[src/knq_pkg.sv]
package knq_pkg;

   localparam int MAX_POINTS_DEF = 64;
   localparam int MAX_K_DEF      = 16;
   localparam int COORD_W        = 24;
   localparam int DIST_W         = 52;
   localparam int OUT_IDX_W      = 6;
   localparam int NC_W           = 5;
   localparam int NC_RESET       = 10;
   localparam int DIST_LAT       = 4;

   typedef enum logic [1:0] {
      FN_LOAD  = 2'd0,
      FN_CLEAR = 2'd1,
      FN_QUERY = 2'd2,
      FN_NONE  = 2'd3
   } func_type;

   typedef enum logic [1:0] {
      ST_IDLE,
      ST_SCAN,
      ST_DRAIN,
      ST_EMIT
   } state_type;

   localparam logic [0:0] REG_NEIGHBOR_COUNT = 1'b0;

   typedef struct packed {
      logic [1:0]                func;
      logic signed [COORD_W-1:0] coord_x;
      logic signed [COORD_W-1:0] coord_y;
      logic signed [COORD_W-1:0] coord_z;
   } req_type;

   typedef struct packed {
      logic [OUT_IDX_W-1:0] point_index;
      logic [DIST_W-1:0]    distance_squared;
      logic                 valid_res;
      logic                 last;
   } rsp_type;

   typedef struct packed {
      logic [COORD_W-1:0] x;
      logic [COORD_W-1:0] y;
      logic [COORD_W-1:0] z;
   } point_type;

   typedef struct packed {
      logic clr;
      logic pop;
      logic unsorted;
   } ctl_type;

endpackage

[src/knq_dist.sv]
module knq_dist
   import knq_pkg::*;
#(
   parameter int IDX_W = 6
) (
   input  logic              clock,
   input  logic              reset,
   input  logic              in_vld,
   input  logic [IDX_W-1:0]  in_idx,
   input  point_type         pt,
   input  point_type         qry,
   output logic              out_vld,
   output logic [DIST_W-1:0] out_dist,
   output logic [IDX_W-1:0]  out_idx
);

   logic [COORD_W-1:0]   ax_in, ay_in, az_in;
   logic [COORD_W-1:0]   ax_ff, ay_ff, az_ff;
   logic [2*COORD_W-1:0] sx_ff, sy_ff, sz_ff;
   logic [DIST_W-1:0]    sum_ff;
   logic [2:0]           vld_ff;
   logic [IDX_W-1:0]     idx_a_ff, idx_b_ff, idx_c_ff;

   function automatic logic [COORD_W-1:0] abs_diff(logic [COORD_W-1:0] a,
                                                   logic [COORD_W-1:0] b);
      logic [COORD_W:0] d;
      logic [COORD_W:0] m;
      d = {a[COORD_W-1], a} - {b[COORD_W-1], b};
      m = d[COORD_W] ? (~d + 1'b1) : d;
      return m[COORD_W-1:0];
   endfunction

   always_comb begin
      ax_in = abs_diff(pt.x, qry.x);
      ay_in = abs_diff(pt.y, qry.y);
      az_in = abs_diff(pt.z, qry.z);
   end

   always_ff @(posedge clock) begin
      if (reset) begin
         vld_ff <= '0;
      end else begin
         vld_ff <= {vld_ff[1:0], in_vld};
      end
      ax_ff    <= ax_in;
      ay_ff    <= ay_in;
      az_ff    <= az_in;
      idx_a_ff <= in_idx;
      sx_ff    <= ax_ff * ax_ff;
      sy_ff    <= ay_ff * ay_ff;
      sz_ff    <= az_ff * az_ff;
      idx_b_ff <= idx_a_ff;
      sum_ff   <= DIST_W'(sx_ff) + DIST_W'(sy_ff) + DIST_W'(sz_ff);
      idx_c_ff <= idx_b_ff;
   end

   assign out_vld  = vld_ff[2];
   assign out_dist = sum_ff;
   assign out_idx  = idx_c_ff;

endmodule

[config.mk]
export PLATFORM = sky130hd
export DESIGN_NAME = knq_dist
export DESIGN_NICKNAME = d
export VERILOG_FILES = /design/src/knq_pkg.sv /design/src/knq_dist.sv
export SDC_FILE = /design/constraint.sdc
export NUM_CORES = 2
export LEC_CHECK = 0
export BUFFER_PORTS_ARGS = -buffer_cell sky130_fd_sc_hd__clkbuf_2
export CAP_MARGIN = 20
export CORE_MARGIN = 4
export CORE_UTILIZATION = 25
export CTS_CLUSTER_DIAMETER = 150
export DETAILED_ROUTE_END_ITERATION = 6
export PLACE_DENSITY_LB_ADDON = 0.12
export SLEW_MARGIN = 20
export SYNTH_ARGS = -nofsm -noshare
export SYNTH_HDL_FRONTEND = slang
export SYNTH_SLANG_ARGS = --single-unit
export TNS_END_PERCENT = 10
[constraint.sdc]
create_clock -name clock -period 15.8 [get_ports clock]
set_input_delay 0.79 -clock clock [delete_from_list [all_inputs] [get_ports clock]]
set_output_delay 0.79 -clock clock [all_outputs]
set_load 0.05 [all_outputs]
Word level (Yosys, flattened, before mapping)
Cells that the tools add are included.
{"block": "word_totals", "ff_bits": 287, "latchBits": 0, "mem_bits_rw": 0, "rom_bits": 0, "inputBits": 153, "output_inout_bits": 59, "wordCells": 28, "n_memories": 0}
{"block": "classes", "add_sub_neg": 8, "n_mul": 3, "n_div": 0, "magnitude_cmp": 0, "n_eq_ne": 0, "shifts": 0, "n_mux": 3, "n_bitwise": 3, "reduce_logical": 0}
{"op": "$mul 24x24->48", "count": 3}
{"op": "$sub 24x24->25", "count": 3}
{"op": "$add 24x1->24 const B", "count": 3}
{"op": "$mux 24", "count": 3}
{"op": "$not 24->24", "count": 3}
{"op": "$add 49x48->50", "count": 1}
{"op": "$add 48x48->49", "count": 1}

Depth between registers and ports, before layout
{"block": "depth", "word_depth": 4, "depth_mapped": 29, "depth_no_buf": 28}

Least setup slack after synthesis
No wires, ideal clock.
{"block": "synth_timing", "path_type": "register -> register", "startpoint": "register ay_ff[17]", "endpoint": "register sy_ff[44]", "setup_time_ns": 0.121, "arrival_time_ns": 7.335, "t_required_ns": 15.679, "setup_slack_ns": 8.343, "stages_incl_launch_ff": 28, "path_buffers": 2, "period_less_slack_ns": 7.457, "cell_sequence": "dfxtp_1 clkbuf_1 clkbuf_1 nand2_1 fa_1 inv_1 fa_1 fa_1 inv_1 fa_1 inv_1 fa_1 fa_1 inv_1 fa_1 inv_1 ha_1 a21o_1 a21o_1 a21o_1 a21o_1 a21o_1 a211o_1 a2111oi_0 o31ai_1 a21oi_1 mux2i_1 nand2_1"}
{"block": "synth_between", "elab_chain_cells": 1}
{"item": "start, declared", "line": "knq_dist.sv:18", "rtl": "logic [COORD_W-1:0] ax_ff, ay_ff, az_ff;"}
{"item": "start signal, assigned", "line": "knq_dist.sv:46", "rtl": "ay_ff <= ay_in;"}
{"item": "$mul 24x24->48", "line": "knq_dist.sv:50", "rtl": "sy_ff <= ay_ff * ay_ff;"}
{"item": "end signal, assigned", "line": "knq_dist.sv:50"}
{"item": "end, declared", "line": "knq_dist.sv:19", "rtl": "logic [2*COORD_W-1:0] sx_ff, sy_ff, sz_ff;"}
Every way passes these cells.
A chain may end at the register's enable or synchronous reset.

Worst setup path in the final report
{"block": "layout_timing", "startpoint": "register ay_ff[15]", "endpoint": "register sy_ff[47]"}
The elaborated chain is that of the path after synthesis.

==> results.md <==
* Run status: complete, no violations
* Maximum buffer depth of the clock tree at 3
* Share of the yosys chip area belonging to registers at 9.038%
* Post-CTS setup repair buffer count at 0
* Routed wire length per instance at 16.86 um
* Data arrival, critical path at 8.78 ns
* Peak per-stage delay on the critical path at between 0.6 and 0.7 ns
* Most numerous cell in the Yosys netlist: sky130_fd_sc_hd__inv_1
* Pin slew with the least headroom to its limit at about 1.1 ns
* # nets final at 9144
* Share of the synthesized area in the top cell type at 41.88%
* Final global-route overflow total at 0
* Proportion of synthesized flip-flops having asynchronous set or reset at 0%
* Startpoint of the tightest hold check path: in_idx[4]
* Worst-case hold path end point: idx_a_ff[4]
* 1st-pass router iterations at 5
* Flip-flop and latch count after synthesis at 284
* Die ar. at 259700 um2
* Cts bufs inserted at 42
* Iter 0 DRT Violations at 1720
* Final Routed Wirelength at 175200 um
* HPWL after detailed placement at approximately 150000 um
* Total Routing Usage GR at 13.94%
* Register-to-register setup slack at 7.55 ns
* Area growth syn-to-layout at 10.49%
* Worst slew margin at 27.60%
* Instance area after placement at 67970 um2
* Final setup violating endpoints at 0
* Synthesized area at 62900 um2
* I/O pin count at between 200 and 250
* Upper clock frequency limit at 121.2 MHz
* Final hold violation count at 0
* Level count of the clock H-tree at 2
* CTS root buf: sky130_fd_sc_hd__clkbuf_16
* Min-Delay Path Class: in2reg
* Number of port buffers at around 210
* Number of global-route vias before repair at 49190
* Max-slew violations at 0
* Library cell with the largest summed area after synthesis: sky130_fd_sc_hd__fa_1
* Post-route cell area at 69500 um2
* Hold Path Stages at 1
* Final worst path period share at 52.21%
* Clock latency on the worst-skew pair at 0.67 ns
* Count of hold-fix buffers inserted at cts at 0
* Number of instances in the synthesized netlist at 6878
* Top post-synthesis cells by area: sky130_fd_sc_hd__fa_1 (42%), sky130_fd_sc_hd__ha_1 (13%), sky130_fd_sc_hd__inv_1 (11%)
* Startpoint type of the worst setup path: register
* Critical-path maximum fanout at 14
* Clock tree from TritonCTS: built
* Post-detailed-route via-to-cell ratio at around 4.2
* Vertical extent of the die at 509.6 um
* Setup repair after global routing missed its margin: no
* Cell at the slowest stage of the critical path: sky130_fd_sc_hd__dfxtp_1
* Type of the setup path with the least slack: reg2reg
* Pin count of the biggest net entering global routing at 27
* Number of enable-type register cells in the synthesized netlist at 0
* Synth warn at 0
* Startpoint of the most critical register-to-register path: ay_ff[15]
* Maximum clock skew at final layout at 0.04784 ns
* Reg2Reg Depth at 28
* Total DRC errors in the routed layout at 0
* CP Capture Type: register
* Worst endpoint required time at ~16 ns
* Share of layout cells above drive strength 1 at 5.681%
* Number of clock sinks seen by CTS at 284
* Antenna violations before repair at 12
* Commonest cells post-synth: sky130_fd_sc_hd__inv_1 (1925), sky130_fd_sc_hd__fa_1 (1316), sky130_fd_sc_hd__ha_1 (651)
* Post-layout min period at 8.249 ns
* Core ar. at roughly 250000 um2
* Clock-pin slew reported for the worst setup and hold paths after clock tree synthesis at roughly 0.06 ns
* Final setup TNS at 0 ns
* Count of nets left with antenna violations after detail routing at 0
* Starting utilization of the core area at around a quarter
* Standard-cell rows at 183
* Chip Width at 509.6 um
* Netlist cell types at 85
* Final weighted congestion in routability-driven placement at 0.7998
* R2R Path End: sy_ff[47]
* Post-CTS resize count at 0
* Global-route wire length before repair at about 280000 um
* Via count at 43770
* Max-cap violation count at 0
* Post-synthesis average cell area at 9.146 um2
* Leading register cell type out of synthesis: sky130_fd_sc_hd__dfxtp_1
==> per-layer routing <==
metal	track usage (%)	vias to the layer above	part of all wire (%)
met5	0	-	0
met4	2.698	0	2.0
met3	1.455	120	3.0
met2	24.04	571	49
met1	18.96	22130	46
li1	-	20950	-
==> cells by family after synthesis <==
group / Yosys count / share of synthesized area [%]
simple gates: 1435 / 11.16
flops: 284 / 9.038
other cells: 1 / 0.005961
mux: 12 / 0.2029
buf+inv: 2102 / 12.56
xor+xnor: 309 / 4.302
fa+ha+maj: 1967 / 54.83
compound gates: 768 / 7.902
==> area by class of cell <==
cell class,count,area (um2)
timing repair buffer,275,1541
multi-input combinational,4496,49340
clock inverter,21,277.8
tap,3330,4167
clock buffer,57,1229
sequential,284,5699
fill,27020,180100
antenna,8,20.02
inverter,1925,7226
==> worst max path at each step <==
stage | start | end | slack [ns] | cells past startpoint
2_1_floorplan | ay_ff[17] | sy_ff[44] | 8.34 | 27
3_3_place_gp | ay_ff[15] | sy_ff[47] | 7.63 | 28
3_5_place_dp | ay_ff[15] | sy_ff[47] | 7.57 | 28
4_1_cts | ay_ff[15] | sy_ff[46] | 7.55 | 29
5_1_grt | ay_ff[15] | sy_ff[46] | 7.10 | 29
6_report | ay_ff[15] | sy_ff[47] | 7.55 | 28
==> cell usage in the layout, fill, tap and decap left out, types with 132 or more instances in the layout <==
cell type                  Yosys  layout
sky130_fd_sc_hd__inv_1      1925    1925
sky130_fd_sc_hd__nor2_1      193     193
sky130_fd_sc_hd__fa_1       1316    1316
sky130_fd_sc_hd__and2_1      355     355
sky130_fd_sc_hd__clkbuf_2      0     209
sky130_fd_sc_hd__a21o_1      132     132
sky130_fd_sc_hd__ha_1        651     651
sky130_fd_sc_hd__xnor2_1     208     208
sky130_fd_sc_hd__a21oi_1     238     238
sky130_fd_sc_hd__nand2_1     578     578
sky130_fd_sc_hd__dfxtp_1     284     273
==> metrics by stage <==
stage | hold slack [ns] | std cells | util (%) | worst slack, ns
2_1_floorplan | 0.3096 | 6882 | - | 8.343
3_3_place_gp | 0.3111 | 10310 | 27.24 | 7.633
3_5_place_dp | 0.3121 | 10310 | 27.24 | 7.566
4_1_cts | 0.2014 | 10390 | 27.84 | 7.553
5_1_grt | 0.2183 | 10390 | 27.84 | 7.105
6_report | 0.2662 | 10400 | 27.85 | 7.551
==> critical path: cells and delay by family (launching register included) <==
family,cells,cell delay (ns)
xor+xnor,1,0.11
fa+ha+maj,8,3.95
compound gates,9,2.33
buf+inv,8,0.65
simple gates,2,0.41
flops,1,0.68
==> state kept, by name, summed over array words and instances, names as in the netlist <==
name      cells
ay_ff        24
idx_b_ff      6
idx_a_ff      6
az_ff        24
ax_ff        24
vld_ff        3
sy_ff        47
sz_ff        47
out_dist     50
sx_ff        47
out_idx       6
Power is left out: the tool's default activity adds up to more than one toggle a clock period on the data nets, which glitch-free logic cannot reach.
