==> src/knq_pkg.sv <==
package knq_pkg;

   localparam int MAX_POINTS_DEF = 64;
   localparam int MAX_K_DEF      = 16;
   localparam int COORD_W        = 24;
   localparam int DIST_W         = 52;
   localparam int OUT_IDX_W      = 6;
   localparam int NC_W           = 5;
   localparam int NC_RESET       = 10;
   localparam int DIST_LAT       = 4;

   typedef enum logic [1:0] {
      FN_LOAD  = 2'd0,
      FN_CLEAR = 2'd1,
      FN_QUERY = 2'd2,
      FN_NONE  = 2'd3
   } func_type;

   typedef enum logic [1:0] {
      ST_IDLE,
      ST_SCAN,
      ST_DRAIN,
      ST_EMIT
   } state_type;

   localparam logic [0:0] REG_NEIGHBOR_COUNT = 1'b0;

   typedef struct packed {
      logic [1:0]                func;
      logic signed [COORD_W-1:0] coord_x;
      logic signed [COORD_W-1:0] coord_y;
      logic signed [COORD_W-1:0] coord_z;
   } req_type;

   typedef struct packed {
      logic [OUT_IDX_W-1:0] point_index;
      logic [DIST_W-1:0]    distance_squared;
      logic                 valid_res;
      logic                 last;
   } rsp_type;

   typedef struct packed {
      logic [COORD_W-1:0] x;
      logic [COORD_W-1:0] y;
      logic [COORD_W-1:0] z;
   } point_type;

   typedef struct packed {
      logic clr;
      logic pop;
      logic unsorted;
   } ctl_type;

endpackage

==> src/knq_cell.sv <==
module knq_cell
   import knq_pkg::*;
#(
   parameter int IDX_W = 6
) (
   input  logic              clock,
   input  logic              reset,
   input  ctl_type           ctl,
   input  logic              in_vld,
   input  logic [DIST_W-1:0] in_dist,
   input  logic [IDX_W-1:0]  in_idx,
   input  logic              nbr_vld,
   input  logic [DIST_W-1:0] nbr_dist,
   input  logic [IDX_W-1:0]  nbr_idx,
   output logic              pass_vld,
   output logic [DIST_W-1:0] pass_dist,
   output logic [IDX_W-1:0]  pass_idx,
   output logic              held_vld,
   output logic [DIST_W-1:0] held_dist,
   output logic [IDX_W-1:0]  held_idx
);

   logic              hv_ff, hv_in, pv_ff, pv_in;
   logic [DIST_W-1:0] hd_ff, hd_in, pd_ff, pd_in;
   logic [IDX_W-1:0]  hi_ff, hi_in, pi_ff, pi_in;

   // An empty cell takes the item. When sorted, an item that orders before the held
   // one, by distance then index, displaces it and the held one moves on; else the new one moves on.
   always_comb begin
      hv_in = hv_ff;
      hd_in = hd_ff;
      hi_in = hi_ff;
      pv_in = 1'b0;
      pd_in = in_dist;
      pi_in = in_idx;
      if (ctl.clr) begin
         hv_in = 1'b0;
      end else if (ctl.pop) begin
         hv_in = nbr_vld;
         hd_in = nbr_dist;
         hi_in = nbr_idx;
      end else if (in_vld) begin
         if (!hv_ff) begin
            hv_in = 1'b1;
            hd_in = in_dist;
            hi_in = in_idx;
         end else if (!ctl.unsorted && ((in_dist < hd_ff) ||
                                        ((in_dist == hd_ff) && (in_idx < hi_ff)))) begin
            hd_in = in_dist;
            hi_in = in_idx;
            pv_in = 1'b1;
            pd_in = hd_ff;
            pi_in = hi_ff;
         end else begin
            pv_in = 1'b1;
         end
      end
   end

   always_ff @(posedge clock) begin
      if (reset) begin
         hv_ff <= 1'b0;
         pv_ff <= 1'b0;
      end else begin
         hv_ff <= hv_in;
         pv_ff <= pv_in;
      end
      hd_ff <= hd_in;
      hi_ff <= hi_in;
      pd_ff <= pd_in;
      pi_ff <= pi_in;
   end

   assign pass_vld  = pv_ff;
   assign pass_dist = pd_ff;
   assign pass_idx  = pi_ff;
   assign held_vld  = hv_ff;
   assign held_dist = hd_ff;
   assign held_idx  = hi_ff;

endmodule

==> config.mk <==
export PLATFORM = sky130hd
export DESIGN_NAME = knq_cell
export DESIGN_NICKNAME = d
export VERILOG_FILES = /design/src/knq_pkg.sv /design/src/knq_cell.sv
export SDC_FILE = /design/constraint.sdc
export NUM_CORES = 1
export LEC_CHECK = 0
export ABC_CLOCK_PERIOD_IN_PS = 18400
export BUFFER_PORTS_ARGS = -buffer_cell sky130_fd_sc_hd__clkbuf_2
export CAP_MARGIN = 15
export CORE_AREA = 2 2 139 114
export CTS_CLUSTER_DIAMETER = 150
export DETAILED_ROUTE_END_ITERATION = 10
export DIE_AREA = 0 0 141 116
export PLACE_DENSITY_LB_ADDON = 0.25
export RECOVER_POWER = 25
export SLEW_MARGIN = 20
export SYNTH_ARGS = -nofsm -noshare
export SYNTH_HDL_FRONTEND = slang
export SYNTH_SLANG_ARGS = --single-unit
==> constraint.sdc <==
create_clock -name clock -period 18.4 [get_ports clock]
set_clock_uncertainty 0.1 [all_clocks]
set_input_delay 3.68 -clock clock [delete_from_list [all_inputs] [get_ports clock]]
set_output_delay 3.68 -clock clock [all_outputs]
set_load 0.01 [all_outputs]
; ---- Yosys cells after proc, flatten, opt, wreduce, memory -nomap -nowiden
; Cells that the tools add are included.
[totals]
ff_bits = 118
latchBits = 0
ram_bits = 0
rom_bits = 0
inputBits = 123
output_inout_bits = 118
wordCells = 41
mem_count = 0
[classes]
addsub = 0
mul = 0
div = 0
n_lt_le_gt_ge = 2
eq_ne = 2
n_shift = 0
muxes = 21
bitwise_logic = 2
reduce_logical = 8
[ops]
columns = operator, n
row1 = 52-bit two-way mux, 9
row2 = 6-bit two-way mux, 9
row3 = 52-bit == test, 1
row4 = 52-bit < comparator, 1
row5 = 6-bit < comparator, 1
row6 = 4-bit OR reduction, 1
row7 = 1-bit two-way mux, 3
row8 = "3-bit by 2-bit != test with 1-bit output, second input constant", 1
row9 = 3-bit AND reduction, 1
row10 = 1-bit logical AND, 2
row11 = 1-bit inverter, 2
row12 = 2-bit nonzero test, 1
row13 = 2-bit OR reduction, 1
row14 = 1-bit logical NOT, 1
row15 = 1-bit logical OR, 1

; ---- Logic depth before layout (Yosys ltp)
[depth]
word_depth = 9
mapped_depth = 11
ltp_nobuf = 9

; ---- Worst setup path before layout
; No wires, ideal clock.
[synth_path]
kind = input-to-reg
startpoint = input in_dist[7]
endpoint = register hd_ff[0], in the netlist held_dist[0], enable pin
setup_ns = 0.561
arrival_time_ns = 9.556
required_ns = 17.739
path_slack_ns = 8.183
path_stages = 8
n_path_buf = 0
cell_sequence = ha_1 -> a21oi_1 -> o21ai_1 -> a221o_1 -> a2111o_1 -> a211oi_2 -> o21bai_1 -> a211oi_1
[synth_via]
elab_chain_len = 6
word_cells_on_any_way = 7
classes_between = order compare (1) / eq/ne (2) / reduce/logical (4)
[synth_lines]
columns = element, line
row1 = from (decl), knq_cell.sv:10  ; input logic [DIST_W-1:0] in_dist,
row2 = "parallel branches: the longest is 2 deep, another holds 52-bit < comparator", n/a
row3 = 1-bit logical OR (*), knq_cell.sv:47  ; end else if (!ctl.unsorted && ((in_dist < hd_ff) ||
row4 = 1-bit logical AND (*), knq_cell.sv:47
row5 = 3-bit by 2-bit != test with 1-bit output (no source line) (*), n/a
row6 = 3-bit AND reduction (no source line) (*), n/a
row7 = to (signal assigned), knq_cell.sv:68  ; hd_ff <= hd_in;
row8 = to (decl), knq_cell.sv:24  ; logic [DIST_W-1:0] hd_ff, hd_in, pd_ff, pd_in;
; Every way passes the cells marked *.
; A chain may end at the register's enable or synchronous reset.

; ---- Worst setup path in the final report
[layout_path]
startpoint = input ctl[1] (netlist name)
endpoint = register pd_ff[28], in the netlist pass_dist[28]
[layout_via]
elab_chain_len = 2
[layout_lines]
columns = element, line
row1 = from (decl), knq_cell.sv:8  ; input ctl_type ctl,
row2 = 52-bit two-way mux, knq_cell.sv:38  ; end else if (ctl.pop) begin
row3 = 52-bit two-way mux, knq_cell.sv:36  ; if (ctl.clr) begin
row4 = net pd_in[28], knq_cell.sv:24
row5 = to (signal assigned), knq_cell.sv:70  ; pd_ff <= pd_in;
row6 = to (decl), knq_cell.sv:24
; The timed path passes the listed nets, and every way through them passes these cells.

==> flow_metrics.env <==
export IMPL_status="finished with violations"
export IMPL_violations="max-capacitance violations, max-slew violations"
export IMPL_antenna_left=0
export IMPL_max_stage_delay_ns=2.57
export IMPL_die_width_um=141
export IMPL_start_util_pct=39.7
export IMPL_drive_gt1_share_pct=44.8
export IMPL_grt_pass1_wl_mm=23.1
export IMPL_n_antenna_cell=0
export IMPL_use_met2_pct=30.6
export IMPL_cp_start_kind="input port"
export IMPL_post_cts_buffers=0
export IMPL_gp_congestion=0.784
export IMPL_rows=40
export IMPL_seq_area_frac_synth_pct=49.9
export IMPL_portBuffers=240
export IMPL_ys_types=37
export IMPL_grt_remaining_overflow=0
export IMPL_vias=4395
export IMPL_core_area_sq_um=14900
export IMPL_fmax_mhz=120
export IMPL_worstSetupEndpointType="flop"
export IMPL_cts_sinks=118
export IMPL_cts_buffers=17
export IMPL_cp_arrival_ns=8.56
export IMPL_total_power_uw=756
export IMPL_nets=888
export IMPL_timing_reg2reg_setup_slack_ns=14.35
export IMPL_holdBufCountCts=0
export IMPL_root_buffer="clkbuf_16"
export IMPL_antenna_found_initial=0
export IMPL_wl_mm=14.9
export IMPL_yosys_warnings=0
export IMPL_hold_violations=0
export IMPL_cap_violations=1
export IMPL_cp_num_buf_inv=3
export IMPL_relSlewSlack_pct=-143
export IMPL_required_ns=18.59
export IMPL_vias_per_cell=4.83
export IMPL_path_class="input port to flop"
export IMPL_gr_usage_met1_pct=23.3
export IMPL_critical_path_top_delay_family="buffers and inverters"
export IMPL_hpwl_mm=11.3
export IMPL_synth_nets=638
export IMPL_drc=0
export IMPL_r2r_end="pass_dist[28]"
export IMPL_p_leak_nw=3.72
export IMPL_slew_viol_final=64
export IMPL_slowest_stage="clkbuf_1"
export IMPL_crit_chain="buf_2, clkbuf_1, nor2b_1, nand2_1, nor3_1, o21ai_4, buf_4, mux2_2"
export IMPL_r2r_start="held_dist[50]"
export IMPL_whs_path_depth=1
export IMPL_die_area_sq_um=16400
export IMPL_r2r_cells=10
export IMPL_die_h_um=116
export IMPL_drtIter0Drc=158
export IMPL_path_max_fanout=63
export IMPL_area_delta_synth_final_pct=33.2
export IMPL_grt_start_max_net_pins=64
export IMPL_hp_class="flop to flop"
export IMPL_drt_pre_antenna_iters=4
export IMPL_rsz0062_at_grt="no"
export IMPL_cts_buffer_depth=2
export IMPL_wl_per_cell_um=16.4
export IMPL_pin_count=241
export IMPL_syn_inst=458
export IMPL_worst_pin_slew_ns=3.65
export IMPL_whs_endpoint="pass_dist[24]"
export IMPL_htreeDepth=4
export IMPL_period_share_pct=45.5
export IMPL_clock_latency_ns=0.41
export IMPL_first_global_vias=4483
export IMPL_synth_seq_cells=118
export IMPL_grt_busiest_layer="met2"
export IMPL_cts_resized=0
export IMPL_use_met3_pct=4.46
export IMPL_path_clk_slew_ns=0.05
export IMPL_track_usage_pct=18.2
export IMPL_power_density_nw_per_um2=96.3
export IMPL_ir_drop_mv=0.0654
export IMPL_min_from="held_dist[24]"
export IMPL_tns_ns=0
export IMPL_synth_area_per_cell_sq_um=12.9
export IMPL_period_minus_slack_ns=8.36
export IMPL_cts_tree="done"
export IMPL_setup_viol_count_final=0
export IMPL_syn_area_sq_um=5890
-- where the power goes --
group | switching [mW] | internal (mW)
clock | 0.119 | 0.234
combinational | 0.0509 | 0.0478
sequential | 0.00898 | 0.295
total | 0.179 | 0.577
-- routing by layer --
layer / vias up / wire length (um)
met5: - / 0
met4: 0 / 157
met3: 10 / 812
met2: 126 / 7190
met1: 2082 / 6730
li1: 2177 / -
-- placed cells by master, fill, tap and decap left out, types with 2 or more instances in the layout --
cell        instances
a211oi_1            2
nor2_1              7
inv_1              57
ha_1               57
dfxtp_1            60
clkbuf_16          18
nor2b_1             2
a21o_1              6
nand3_1             6
o21ai_0             5
a21boi_0            2
buf_4               3
clkinvlp_4          2
and3_1              3
clkinv_2            5
mux2_2             95
o211ai_1            2
mux2_4             20
nor3_1              3
a21oi_1            20
bufinv_16           4
nor4_1              2
edfxtp_1           58
clkinv_4            2
a22o_1              2
and4_1              3
nand2_1            12
nand4_1             8
clkbuf_2          169
clkbuf_1           72
-- through the flow --
step | cell area, sq um | cells | hold slack, ns | util, % | setup slack [ns]
global route | 7850 | 910 | 0.446 | 52.8 | 9.58
floorplan | 5890 | 458 | 0.473 | - | 8.18
global placement | 7310 | 878 | 0.417 | 49.2 | 11.01
CTS | 7940 | 910 | 0.434 | 53.4 | 11.37
detailed placement | 7310 | 878 | 0.422 | 49.2 | 10.98
finish | 7850 | 910 | 0.434 | 52.8 | 10.04
-- layout make-up --
class	count	area, sq um
tap	189	236
timing repair buffer	244	1140
fill	1349	7010
multi-input combinational	270	2690
clock inverter	13	178
sequential	118	2940
clock buffer	19	454
inverter	57	214
-- logic make-up after synthesis --
logic type | count (synthesis) | share of synthesized area, %
buf+inv | 70 | 4.90
flops | 118 | 49.9
mux | 115 | 23.2
compound gates | 49 | 5.43
fa+ha+maj | 57 | 12.1
simple gates | 49 | 4.39
-- worst max-delay path by stage --
stage	endpoint	cells after the start	start
final	pass_dist[28]	8	ctl[1]
after global routing	pass_dist[23]	8	ctl[1]
after CTS	pass_dist[28]	10	in_dist[50]
after detailed placement	pass_dist[16]	10	in_dist[50]
after global placement	pass_dist[16]	10	in_dist[50]
after floorplan	held_dist[0]	8	in_dist[7]
-- sequential cells by signal (all words and copies together), names as in the netlist --
register and count:
held_idx 6, held_dist 52, pass_dist 52, held_vld 1, pass_idx 6, pass_vld 1
-- worst reg2reg max path, delay by kind of cell, from the launching register on --
family / cells / cell delay (ns)
adder cells (fa/ha/maj): 1 / 0.32
buffers and inverters: 2 / 0.73
multiplexers: 1 / 0.47
AND/OR/NAND/NOR: 4 / 1.17
flip-flops: 1 / 0.39
AO/OA/AOI/OAI: 2 / 0.76
-- cell usage after synthesis --
library cell / number / area share (%)
mux2_2: 95 / 18
dfxtp_1: 60 / 20
edfxtp_1: 58 / 30
ha_1: 57 / 12
inv_1: 57 / 3.6
a21oi_1: 20 / 1.7
mux2_4: 20 / 5.1
nand2_1: 12 / 0.76
nand4_1: 8 / 0.85
nor2_1: 7 / 0.45
a21o_1: 6 / 0.76
nand3_1: 6 / 0.51
o21ai_0: 5 / 0.42
clkbuf_1: 4 / 0.25
a211oi_1: 3 / 0.38
and3_1: 3 / 0.32
and4_1: 3 / 0.45
buf_1: 3 / 0.19
buf_2: 3 / 0.25
buf_6: 3 / 0.57
nor3_1: 3 / 0.25
a21boi_0: 2 / 0.25
a22o_1: 2 / 0.30
nor2b_1: 2 / 0.21
nor4_1: 2 / 0.21
o211ai_1: 2 / 0.25
o21ai_1: 2 / 0.17
a2111o_1: 1 / 0.19
a211oi_2: 1 / 0.21
a221o_1: 1 / 0.17
a221oi_1: 1 / 0.15
nand2b_1: 1 / 0.11
nor4bb_1: 1 / 0.17
o2111a_1: 1 / 0.19
o21bai_1: 1 / 0.13
o31a_1: 1 / 0.15
or2_2: 1 / 0.11
Note: power is estimated with default switching activity, not from simulation.
